<file path="src/sv/ir_range_linearizer_defines.svh">
// assertion helpers shared by the range linearizer rtl
`ifndef IR_RANGE_LINEARIZER_DEFINES_SVH
`define IR_RANGE_LINEARIZER_DEFINES_SVH

// same-cycle implication, disabled while in reset
`define IRL_ASSERT(lbl, ante, cons) \
  lbl: assert property (@(posedge clk) disable iff (rst) (ante) |-> (cons)) \
    else $error("irl assertion failed");

// next-cycle implication, disabled while in reset
`define IRL_ASSERT_NEXT(lbl, ante, cons) \
  lbl: assert property (@(posedge clk) disable iff (rst) (ante) |=> (cons)) \
    else $error("irl assertion failed");

`endif

</file>
<file path="src/sv/irl_pkg.sv">
`timescale 1ns / 1ps
// ----------------------------------------------------------------------------
// irl_pkg
// Calibration table, reciprocal table and shared types of the range linearizer.
// ----------------------------------------------------------------------------
package irl_pkg;

  localparam int BREAKPOINT_COUNT = 13;
  localparam int TABLE_SLOTS      = 32;
  localparam int POINT_N = (BREAKPOINT_COUNT > TABLE_SLOTS) ? TABLE_SLOTS :
                           (BREAKPOINT_COUNT < 2) ? 2 : BREAKPOINT_COUNT;

  localparam int MV_W    = 13;
  localparam int DIST_W  = 8;
  localparam int SEG_W   = $clog2(TABLE_SLOTS);
  localparam int MAG_W   = MV_W + DIST_W;
  localparam int RECIP_SHIFT = 24;
  localparam int RECIP_W = RECIP_SHIFT + 1;
  localparam int PROD_W  = MAG_W + RECIP_W;
  localparam int CFG_INDEX_W = 2;

  // register indexes of the configuration port
  localparam logic [CFG_INDEX_W-1:0] REG_FAR_DISTANCE  = 2'd0;
  localparam logic [CFG_INDEX_W-1:0] REG_NEAR_DISTANCE = 2'd1;

  localparam logic [DIST_W-1:0] FAR_RESET  = 8'd140;
  localparam logic [DIST_W-1:0] NEAR_RESET = 8'd10;

  // breakpoints, voltage rising and distance falling; unused slots hold zero
  localparam logic [MV_W-1:0] CAL_MV [TABLE_SLOTS] = '{
    0: 13'd33,   1: 13'd157,  2: 13'd338,  3: 13'd561,  4: 13'd656,
    5: 13'd768,  6: 13'd824,  7: 13'd968,  8: 13'd1181, 9: 13'd1460,
    10: 13'd1883, 11: 13'd2452, 12: 13'd2653, default: 13'd0
  };
  localparam logic [DIST_W-1:0] CAL_DIST [TABLE_SLOTS] = '{
    0: 8'd130, 1: 8'd120, 2: 8'd110, 3: 8'd100, 4: 8'd90,
    5: 8'd80,  6: 8'd70,  7: 8'd60,  8: 8'd50,  9: 8'd40,
    10: 8'd30, 11: 8'd20, 12: 8'd12, default: 8'd0
  };

  // segment width in mV, kept at one or more for empty slots
  function automatic int seg_den(int i);
    int d;
    d = int'(CAL_MV[i+1]) - int'(CAL_MV[i]);
    return (d < 1) ? 1 : d;
  endfunction

  localparam longint RECIP_ONE = longint'(1) << RECIP_SHIFT;

  // floor(2^24 / segment width), one entry per segment
  localparam logic [RECIP_W-1:0] RECIP [TABLE_SLOTS-1] = '{
    RECIP_W'(RECIP_ONE / seg_den(0)),  RECIP_W'(RECIP_ONE / seg_den(1)),
    RECIP_W'(RECIP_ONE / seg_den(2)),  RECIP_W'(RECIP_ONE / seg_den(3)),
    RECIP_W'(RECIP_ONE / seg_den(4)),  RECIP_W'(RECIP_ONE / seg_den(5)),
    RECIP_W'(RECIP_ONE / seg_den(6)),  RECIP_W'(RECIP_ONE / seg_den(7)),
    RECIP_W'(RECIP_ONE / seg_den(8)),  RECIP_W'(RECIP_ONE / seg_den(9)),
    RECIP_W'(RECIP_ONE / seg_den(10)), RECIP_W'(RECIP_ONE / seg_den(11)),
    RECIP_W'(RECIP_ONE / seg_den(12)), RECIP_W'(RECIP_ONE / seg_den(13)),
    RECIP_W'(RECIP_ONE / seg_den(14)), RECIP_W'(RECIP_ONE / seg_den(15)),
    RECIP_W'(RECIP_ONE / seg_den(16)), RECIP_W'(RECIP_ONE / seg_den(17)),
    RECIP_W'(RECIP_ONE / seg_den(18)), RECIP_W'(RECIP_ONE / seg_den(19)),
    RECIP_W'(RECIP_ONE / seg_den(20)), RECIP_W'(RECIP_ONE / seg_den(21)),
    RECIP_W'(RECIP_ONE / seg_den(22)), RECIP_W'(RECIP_ONE / seg_den(23)),
    RECIP_W'(RECIP_ONE / seg_den(24)), RECIP_W'(RECIP_ONE / seg_den(25)),
    RECIP_W'(RECIP_ONE / seg_den(26)), RECIP_W'(RECIP_ONE / seg_den(27)),
    RECIP_W'(RECIP_ONE / seg_den(28)), RECIP_W'(RECIP_ONE / seg_den(29)),
    RECIP_W'(RECIP_ONE / seg_den(30))
  };

  typedef enum logic [1:0] {
    SEL_INTERP,
    SEL_FAR,
    SEL_NEAR
  } sel_t;

  // everything one item carries down the pipe
  typedef struct packed {
    sel_t              sel;
    logic [SEG_W-1:0]  seg;
    logic [MV_W-1:0]   mv;
    logic [MV_W-1:0]   off;
    logic [MV_W-1:0]   den;
    logic              dneg;
    logic [DIST_W-1:0] ddmag;
    logic [MAG_W-1:0]  mag;
    logic [DIST_W-1:0] qe;
    logic [MAG_W-1:0]  rem;
    logic [DIST_W:0]   fl;
    logic              nz;
  } pipe_t;

endpackage

</file>
<file path="src/sv/ir_range_linearizer.sv">
`timescale 1ns / 1ps
// ----------------------------------------------------------------------------
// ir_range_linearizer
// Infrared range sensor reading to distance by piecewise-linear interpolation.
// ----------------------------------------------------------------------------
// A reading in mV enters on the input channel and its distance in cm leaves
// on the output; one reading is taken every cycle unless stalled. The path is a
// seven-register pipeline: segment search, table lookup, offset times
// distance step, multiply by the segment's reciprocal, remainder, quotient
// correction, and the output register with saturation and the far/near
// selection. Each stage holds its item only while the one after it is full
// and stalled, so bubbles close up under back-pressure. Readings below the
// first breakpoint report far_distance, readings at or above the last report
// near_distance, both with out_of_table set. Configuration writes complete in
// the cycle they are offered and should only be made while the pipe is empty.
`include "ir_range_linearizer_defines.svh"

module ir_range_linearizer (
  input  logic                                 clk,
  input  logic                                 rst,
  input  logic                                 in_valid,
  output logic                                 in_ready,
  input  logic [irl_pkg::MV_W-1:0]             millivolts,
  output logic                                 out_valid,
  input  logic                                 out_ready,
  output logic [irl_pkg::DIST_W-1:0]           distance_cm,
  output logic                                 out_of_table,
  input  logic                                 cfg_valid,
  output logic                                 cfg_ready,
  input  logic [irl_pkg::CFG_INDEX_W-1:0]      cfg_index,
  input  logic [irl_pkg::DIST_W-1:0]           cfg_data
);

  localparam int NSTAGE = 6;

  logic [irl_pkg::DIST_W-1:0] far_distance;
  logic [irl_pkg::DIST_W-1:0] near_distance;

  irl_pkg::pipe_t st  [NSTAGE];
  irl_pkg::pipe_t nxt [NSTAGE];
  logic [NSTAGE-1:0] stage_valid;
  logic [NSTAGE:0]   load;

  logic [irl_pkg::DIST_W-1:0] distance_next;
  logic                       out_of_table_next;

  // configuration
  assign cfg_ready = 1'b1;

  always_ff @(posedge clk) begin
    if (rst) begin
      far_distance  <= irl_pkg::FAR_RESET;
      near_distance <= irl_pkg::NEAR_RESET;
    end else if (cfg_valid) begin
      case (cfg_index)
        irl_pkg::REG_FAR_DISTANCE:  far_distance  <= cfg_data;
        irl_pkg::REG_NEAR_DISTANCE: near_distance <= cfg_data;
        default: ;
      endcase
    end
  end

  // a stage loads when it is empty or its successor loads too
  always_comb begin
    load[NSTAGE] = !out_valid || out_ready;
    for (int k = NSTAGE - 1; k >= 0; k--) begin
      load[k] = !stage_valid[k] || load[k+1];
    end
  end
  assign in_ready = load[0];

  always_comb begin
    logic found;
    logic [irl_pkg::SEG_W-1:0]  seg_hi;
    logic [irl_pkg::MV_W:0]     den_full;
    logic [irl_pkg::DIST_W:0]   dd;
    logic [irl_pkg::PROD_W-1:0] prod;

    found    = 1'b0;
    seg_hi   = '0;
    den_full = '0;
    dd       = '0;
    prod     = '0;

    // stage 0: segment search
    nxt[0]     = '0;
    nxt[0].mv  = millivolts;
    for (int c = 0; c < irl_pkg::TABLE_SLOTS - 1; c++) begin
      if (c < irl_pkg::POINT_N - 1 && !found && millivolts >= irl_pkg::CAL_MV[c] &&
          millivolts < irl_pkg::CAL_MV[c+1]) begin
        found      = 1'b1;
        nxt[0].seg = irl_pkg::SEG_W'(c);
      end
    end
    if (millivolts >= irl_pkg::CAL_MV[irl_pkg::POINT_N-1]) begin
      nxt[0].sel = irl_pkg::SEL_NEAR;
    end else if (millivolts >= irl_pkg::CAL_MV[0] && found) begin
      nxt[0].sel = irl_pkg::SEL_INTERP;
    end else begin
      nxt[0].sel = irl_pkg::SEL_FAR;
    end

    // stage 1: breakpoint lookup
    nxt[1]      = st[0];
    seg_hi      = st[0].seg + 1'b1;
    nxt[1].off  = st[0].mv - irl_pkg::CAL_MV[st[0].seg];
    den_full    = {1'b0, irl_pkg::CAL_MV[seg_hi]} - {1'b0, irl_pkg::CAL_MV[st[0].seg]};
    nxt[1].den  = den_full[irl_pkg::MV_W-1:0];
    dd          = {1'b0, irl_pkg::CAL_DIST[st[0].seg]} - {1'b0, irl_pkg::CAL_DIST[seg_hi]};
    nxt[1].dneg = dd[irl_pkg::DIST_W];
    nxt[1].ddmag = dd[irl_pkg::DIST_W] ? irl_pkg::DIST_W'(-dd) : dd[irl_pkg::DIST_W-1:0];

    // stage 2: numerator magnitude
    nxt[2]     = st[1];
    nxt[2].mag = irl_pkg::MAG_W'(st[1].off) * irl_pkg::MAG_W'(st[1].ddmag);

    // stage 3: quotient estimate, floor or one below
    nxt[3]    = st[2];
    prod      = irl_pkg::PROD_W'(st[2].mag) * irl_pkg::PROD_W'(irl_pkg::RECIP[st[2].seg]);
    nxt[3].qe = prod[irl_pkg::RECIP_SHIFT +: irl_pkg::DIST_W];

    // stage 4: remainder of the estimate
    nxt[4]     = st[3];
    nxt[4].rem = st[3].mag - irl_pkg::MAG_W'(st[3].qe) * irl_pkg::MAG_W'(st[3].den);

    // stage 5: correct the estimate by one where needed
    nxt[5] = st[4];
    if (st[4].rem >= irl_pkg::MAG_W'(st[4].den)) begin
      nxt[5].fl  = {1'b0, st[4].qe} + 1'b1;
      nxt[5].rem = st[4].rem - irl_pkg::MAG_W'(st[4].den);
    end else begin
      nxt[5].fl  = {1'b0, st[4].qe};
    end
    nxt[5].nz = (nxt[5].rem != '0);
  end

  // output stage: step, saturation and out-of-table selection
  always_comb begin
    logic signed [irl_pkg::DIST_W+2:0] base;
    logic signed [irl_pkg::DIST_W+2:0] val;
    base = $signed({3'b000, irl_pkg::CAL_DIST[st[5].seg]});
    if (st[5].dneg) begin
      val = base + $signed({2'b00, st[5].fl});
    end else begin
      val = base - $signed({2'b00, st[5].fl}) - $signed({10'd0, st[5].nz});
    end
    out_of_table_next = 1'b1;
    case (st[5].sel)
      irl_pkg::SEL_INTERP: begin
        out_of_table_next = 1'b0;
        if (val < 0) begin
          distance_next = '0;
        end else if (val > 255) begin
          distance_next = '1;
        end else begin
          distance_next = val[irl_pkg::DIST_W-1:0];
        end
      end
      irl_pkg::SEL_NEAR: distance_next = near_distance;
      default:           distance_next = far_distance;
    endcase
  end

  always_ff @(posedge clk) begin
    if (rst) begin
      stage_valid <= '0;
      out_valid   <= 1'b0;
    end else begin
      if (load[0]) begin
        stage_valid[0] <= in_valid;
      end
      for (int k = 1; k < NSTAGE; k++) begin
        if (load[k]) begin
          stage_valid[k] <= stage_valid[k-1];
        end
      end
      if (load[NSTAGE]) begin
        out_valid <= stage_valid[NSTAGE-1];
      end
    end
  end

  always_ff @(posedge clk) begin
    for (int k = 0; k < NSTAGE; k++) begin
      if (load[k]) begin
        st[k] <= nxt[k];
      end
    end
    if (load[NSTAGE]) begin
      distance_cm  <= distance_next;
      out_of_table <= out_of_table_next;
    end
  end

  // an empty first stage always takes a transfer
  `IRL_ASSERT(a_ready_when_empty, !stage_valid[0], in_ready)
  // interpolation only ever sees an offset inside its segment
  `IRL_ASSERT(a_offset_in_segment, stage_valid[1] && st[1].sel == irl_pkg::SEL_INTERP,
              st[1].off < st[1].den)
  // the reciprocal estimate is at most one below the true quotient
  `IRL_ASSERT(a_estimate_close, stage_valid[4] && st[4].sel == irl_pkg::SEL_INTERP,
              st[4].rem < (irl_pkg::MAG_W'(st[4].den) << 1))
  // an interpolated item never leaves flagged as out of table
  `IRL_ASSERT_NEXT(a_interp_flag, stage_valid[5] && load[NSTAGE] &&
                   st[5].sel == irl_pkg::SEL_INTERP, !out_of_table)

endmodule

</file>
<file path="config.mk">
export PLATFORM = sky130hd
export DESIGN_NAME = ir_range_linearizer
export DESIGN_NICKNAME = d
export VERILOG_FILES = /design/src/sv/irl_pkg.sv /design/src/sv/ir_range_linearizer.sv
export VERILOG_INCLUDE_DIRS = /design/src /design/src/sv
export SDC_FILE = /design/constraint.sdc
export NUM_CORES = 2
export LEC_CHECK = 0
export ABC_AREA = 1
export CAP_MARGIN = 20
export CORE_MARGIN = 2
export CORE_UTILIZATION = 50
export DETAILED_ROUTE_END_ITERATION = 8
export DONT_BUFFER_PORTS = 1
export GPL_TIMING_DRIVEN = 0
export HOLD_SLACK_MARGIN = 0.08
export PLACE_DENSITY = 0.77
export SYNTH_ARGS = -nofsm -noshare
export SYNTH_HDL_FRONTEND = slang
export SYNTH_SLANG_ARGS = --single-unit
</file>
<file path="constraint.sdc">
create_clock -name clk -period 9.6 [get_ports clk]
set_clock_uncertainty 0.15 [all_clocks]
set_input_delay 1.44 -clock clk [delete_from_list [all_inputs] [get_ports clk]]
set_output_delay 1.44 -clock clk [all_outputs]
set_load 0.005 [all_outputs]
</file>
# After elaboration in Yosys (flattened, before gate mapping)
# Memory sizes are Yosys's and may differ from the RTL's.
# Index checks and enable logic that the tools add are counted.
# Widths: inputs -> output; s select.
# classes
addsub	11
eq_ne	2
n_bitwise	4
mux	57
n_reduce_logical	54
multipliers	3
n_lt_le_gt_ge	32
# op_table
cell	n
$mux 8	9
$ge 13x10->1 const B	5
$lt 13x10->1 const B	5
$mux 13	4
$mux 25	2
$mux 5	10
$ge 13x11->1 const B	3
$lt 13x11->1 const B	3
$mul 21x25->32	1
$mux 1	27
$ge 13x12->1 const B	2
$lt 13x12->1 const B	2
$sub 13x13->13	2
$ge 6x6->1 const B	4
$logic_and 1x1->1	24
$not 5->6	4
$ge 21x13->1	1
$mul 13x8->21	1
$mul 8x13->21	1
$mux 21	1
$reduce_bool 21->1	1
$sub 21x13->21	1
$sub 21x21->21	1
$logic_not 1->1	18
23 further kinds	31
# totals
output_inout_bits	12
rom_bits	2400
mem_bits_rw	690
in_bits	28
memories	7
word_cells	181
reg_bits	32
# memory_table
name	words	word_bits	read_ports	rd_clocked_by_memory_dff	write_ports	line	rtl
(name not given)	32	25	1	0	0	ir_range_linearizer.sv:119	prod = irl_pkg::PROD_W'(st[2].mag) * irl_pkg::PROD_W'(irl_pkg::RECIP[st[2].seg]);
st	6	115	6	0	6	ir_range_linearizer.sv:39	irl_pkg::pipe_t st [NSTAGE];
(name not given)	32	13	1	0	0	ir_range_linearizer.sv:107	den_full = {1'b0, irl_pkg::CAL_MV[seg_hi]} - {1'b0, irl_pkg::CAL_MV[st[0].seg]};
(name not given)	32	13	1	0	0	ir_range_linearizer.sv:107	
(name not given)	32	8	1	0	0	ir_range_linearizer.sv:109	dd = {1'b0, irl_pkg::CAL_DIST[st[0].seg]} - {1'b0, irl_pkg::CAL_DIST[seg_hi]};
(name not given)	32	8	1	0	0	ir_range_linearizer.sv:109	
1 more memories	n/a	n/a	n/a	n/a	n/a	n/a	

# Logic depth before layout (Yosys ltp)
# depth
ltp_word	50
depth_mapped	33
mapped_depth_nobuf	32

# Least setup slack after synthesis
# No wires, ideal clock.
# synth_path
path_kind	input port to output port
startpoint	input port out_ready
endpoint	output port in_ready
path_buffers	0
required_ns	8.010
slack_ns	2.038
stages	12
t_arrival_ns	5.972
cell_sequence	nor2_1 inv_1 nor2_1 inv_1 nor2_1 inv_1 nor2_1 inv_1 nor2_1 inv_1 nor2_1 nand2_1
# synth_between
elab_chain_cells	7
# synth_rtl
element	line	rtl
from (decl)	ir_range_linearizer.sv:25	input logic out_ready,
$logic_or 1x1->1	ir_range_linearizer.sv:65	load[NSTAGE] = !out_valid || out_ready;
net load[6]	ir_range_linearizer.sv:42	logic [NSTAGE:0] load;
$logic_or 1x1->1	ir_range_linearizer.sv:67	load[k] = !stage_valid[k] || load[k+1];
net load[5]	ir_range_linearizer.sv:42	
$logic_or 1x1->1	ir_range_linearizer.sv:67	
net load[4]	ir_range_linearizer.sv:42	
$logic_or 1x1->1	ir_range_linearizer.sv:67	
net load[3]	ir_range_linearizer.sv:42	
$logic_or 1x1->1	ir_range_linearizer.sv:67	
net load[2]	ir_range_linearizer.sv:42	
$logic_or 1x1->1 (2 in series)	ir_range_linearizer.sv:67	
to (decl)	ir_range_linearizer.sv:22	output logic in_ready,
# The timed path passes the listed nets, and every way through them passes these cells.

==> impl_metrics.toml <==
[run_status]
status = "finished, final reports clean"

[logic_synthesis]
syn_inst = 3638
synthSimpleGateAreaFrac = 0.170
synth_top_family_by_area = "adder cells"
synth.avg_cell_area_um2 = 8.55
synth_compound_area_frac = 0.0631
synth_top_flop_cell = "edfxtp_1"
yosysUniqueCellTypes = 66
synth_fa_ha_area_frac = 0.394
synth_warnings = 0
synthMuxAreaShare = 0
netlist_area_um2 = 31100
ys_ff_latch = 245
async_reset_ff_frac = 0
syn_nets = 4389
synth-xor-area-share = 0.0329
synth_edf_count = 222
ys_seq_area_frac = 0.229

[timing]
hold_violations = 0
grt_setup_unrepaired = "no"
worstMarginPinSlew_ns = 0.971
final.min_clock_period_ns = 8.53
fin_tns_setup_ns = 0
maxSlewViolCount = 0
setup_viol_count_final = 0
fmax_ghz = 0.117
slew_headroom = 0.349
whs_ns = 0.262
min_period_over_period = 0.888

[clock_tree]
postCtsResizedCells = 0
htreeDepth = 1
cts_buffers = 27
tritoncts = "yes"
post_cts_buffers = 0
clock_path_buffers = 3
cts_hold_buf = 0
root_buffer = "clkbuf_16"
clk_latency_ns = 0.55
clk_pin_slew_ns = 0.07
clock_sinks = 245

[setup_path]
endpoint_kind = "flop"
criticalPathCategory = "reg -> reg"
cp_common_cell = "nand2_1"
crit_fanout = 10
start_kind = "flop"
critPathMaxStageDelay_ns = 0.59
crit_slowest_cell = "edfxtp_1"
required_ns = 9.76
critical_path_arrival_ns = 8.69
rrSetupSlack_ns = 1.07

[detailed_routing]
drc = 0
wl_per_cell_um = 16.4
route.vias.total = 23700
viasPerCell = 5.24
ant_nets = 0
drtIter0Drc = 2013
drt-total-wl_um = 74400
dr.pass1.iters = 6

[floorplan]
die_w_um = 253
fp.dieH_um = 253
core-area_um2 = 61600
io_pins = 40
initial_utilization = 0.505
rows = 91
fp.dieArea_um2 = 64200

[global_routing]
grt_overflow = 0
grtUsageTotal = 0.239
antenna_found_initial = 1
grt_pass1_vias = 24400
grt_max_degree = 49
grt_pass1_wl_um = 122000

[place]
dp_cells = 4478
gp_congestion = 0.991
place_hpwl_um = 61600
portBuffers = 0

[job]
maxCapViolations = 0

[cells_and_area]
stdcell_count = 4529
multi_input_area_um2 = 20500
syn2layout_area_growth_pct = 6.52
regArea_um2 = 7130
fin_nets = 4422
n_fill_cell = 5461
final_cell_mix = "inv_1, nand2_1, fa_1, nor2_1, ha_1"
final_common_cell = "inv_1"
drive_gt1_frac = 0.0306

[worst_hold_path]
hp-class = "reg -> reg"
routing by layer:
layer | vias to the layer above | track usage | wire length (um)
li1 | 11300 | - | -
met1 | 11400 | 0.314 | 30700
met2 | 887 | 0.401 | 34700
met3 | 196 | 0.0395 | 6360
met4 | 0 | 0.0810 | 2690
met5 | - | 0 | 0
flip-flops by register name, indices dropped and copies added, names as in the netlist:
signal         flops
out_valid          1
near_distance      8
st               213
distance_cm        8
out_of_table       1
stage_valid        6
far_distance       8
synthesized netlist by cell type, types with 7 or more instances:
cell type  count  area share
a211oi_1       7      0.0017
nor4_1         7      0.0014
nand3_1       79       0.013
nor3_1        30      0.0048
nand4_1       29      0.0058
o211ai_1       8      0.0019
clkinv_1       9      0.0011
nor2_1       320       0.039
a31oi_1       14      0.0028
nand2_2       10      0.0020
edfxtp_1     222        0.21
xor2_1        64       0.018
o21ai_1       13      0.0021
dfxtp_1       23       0.015
o21bai_1      11      0.0027
o21ai_0      105       0.017
xnor2_1       49       0.014
fa_1         427        0.27
clkbuf_1      66      0.0080
inv_1        799       0.096
nand2_1      794       0.096
ha_1         296        0.12
buf_1          9      0.0011
a21oi_1      146       0.023
cell families (layout without fill, tap and decap cells):
kind of cell | Yosys count | count (layout)
compound gates | 346 | 346
buf+inv | 905 | 958
fa+ha+maj | 723 | 723
simple gates | 1303 | 1303
other cells | 1 | 2
xor+xnor | 115 | 115
flops | 245 | 245
path summary, 6_finish.rpt:
check                       startpoint              endpoint  cells after the start
hold reg to reg   st[4][110]$_DFFE_PP_  st[5][110]$_DFFE_PP_                      0
hold / removal    st[4][110]$_DFFE_PP_  st[5][110]$_DFFE_PP_                      0
setup / recovery  st[2][108]$_DFFE_PP_   st[3][38]$_DFFE_PP_                     33
setup reg to reg  st[2][108]$_DFFE_PP_   st[3][38]$_DFFE_PP_                     33
final cells by class:
| class | count | area share |
|---|---|---|
| Timing Repair Buffer | 4 | 0.00227 |
| Inverter | 813 | 0.0922 |
| Clock buffer | 28 | 0.0205 |
| Sequential cell | 245 | 0.215 |
| Multi-Input combinational cell | 2488 | 0.619 |
| Clock inverter | 21 | 0.00680 |
| Tap cell | 837 | 0.0316 |
| Buffer | 92 | 0.0122 |
| Antenna cell | 1 | 0.0000755 |
critical path, delay by kind of cell (launching register included):
| family | cells | cell delay (ns) |
|---|---|---|
| AOI/OAI and AO/OA | 4 | 0.81 |
| adders and majority gates | 9 | 4.28 |
| buffers and inverters | 9 | 1.34 |
| DFF | 1 | 0.59 |
| and+or+nand+nor | 11 | 1.13 |
metrics by stage:
| stage | setup WS (ns) | area [um^2] | utilization |
|---|---|---|---|
| after detailed placement | 1.15 | 32200 | 0.523 |
| after CTS | 1.14 | 33100 | 0.537 |
| after floorplan | 2.04 | 31100 | - |
| final | 1.07 | 33100 | 0.538 |
| after global placement | 0.268 | 32200 | 0.522 |
| after global routing | 0.728 | 33100 | 0.538 |
Power is left out: the tool's default activity adds up to more than one toggle a clock period on the data nets, which glitch-free logic cannot reach.
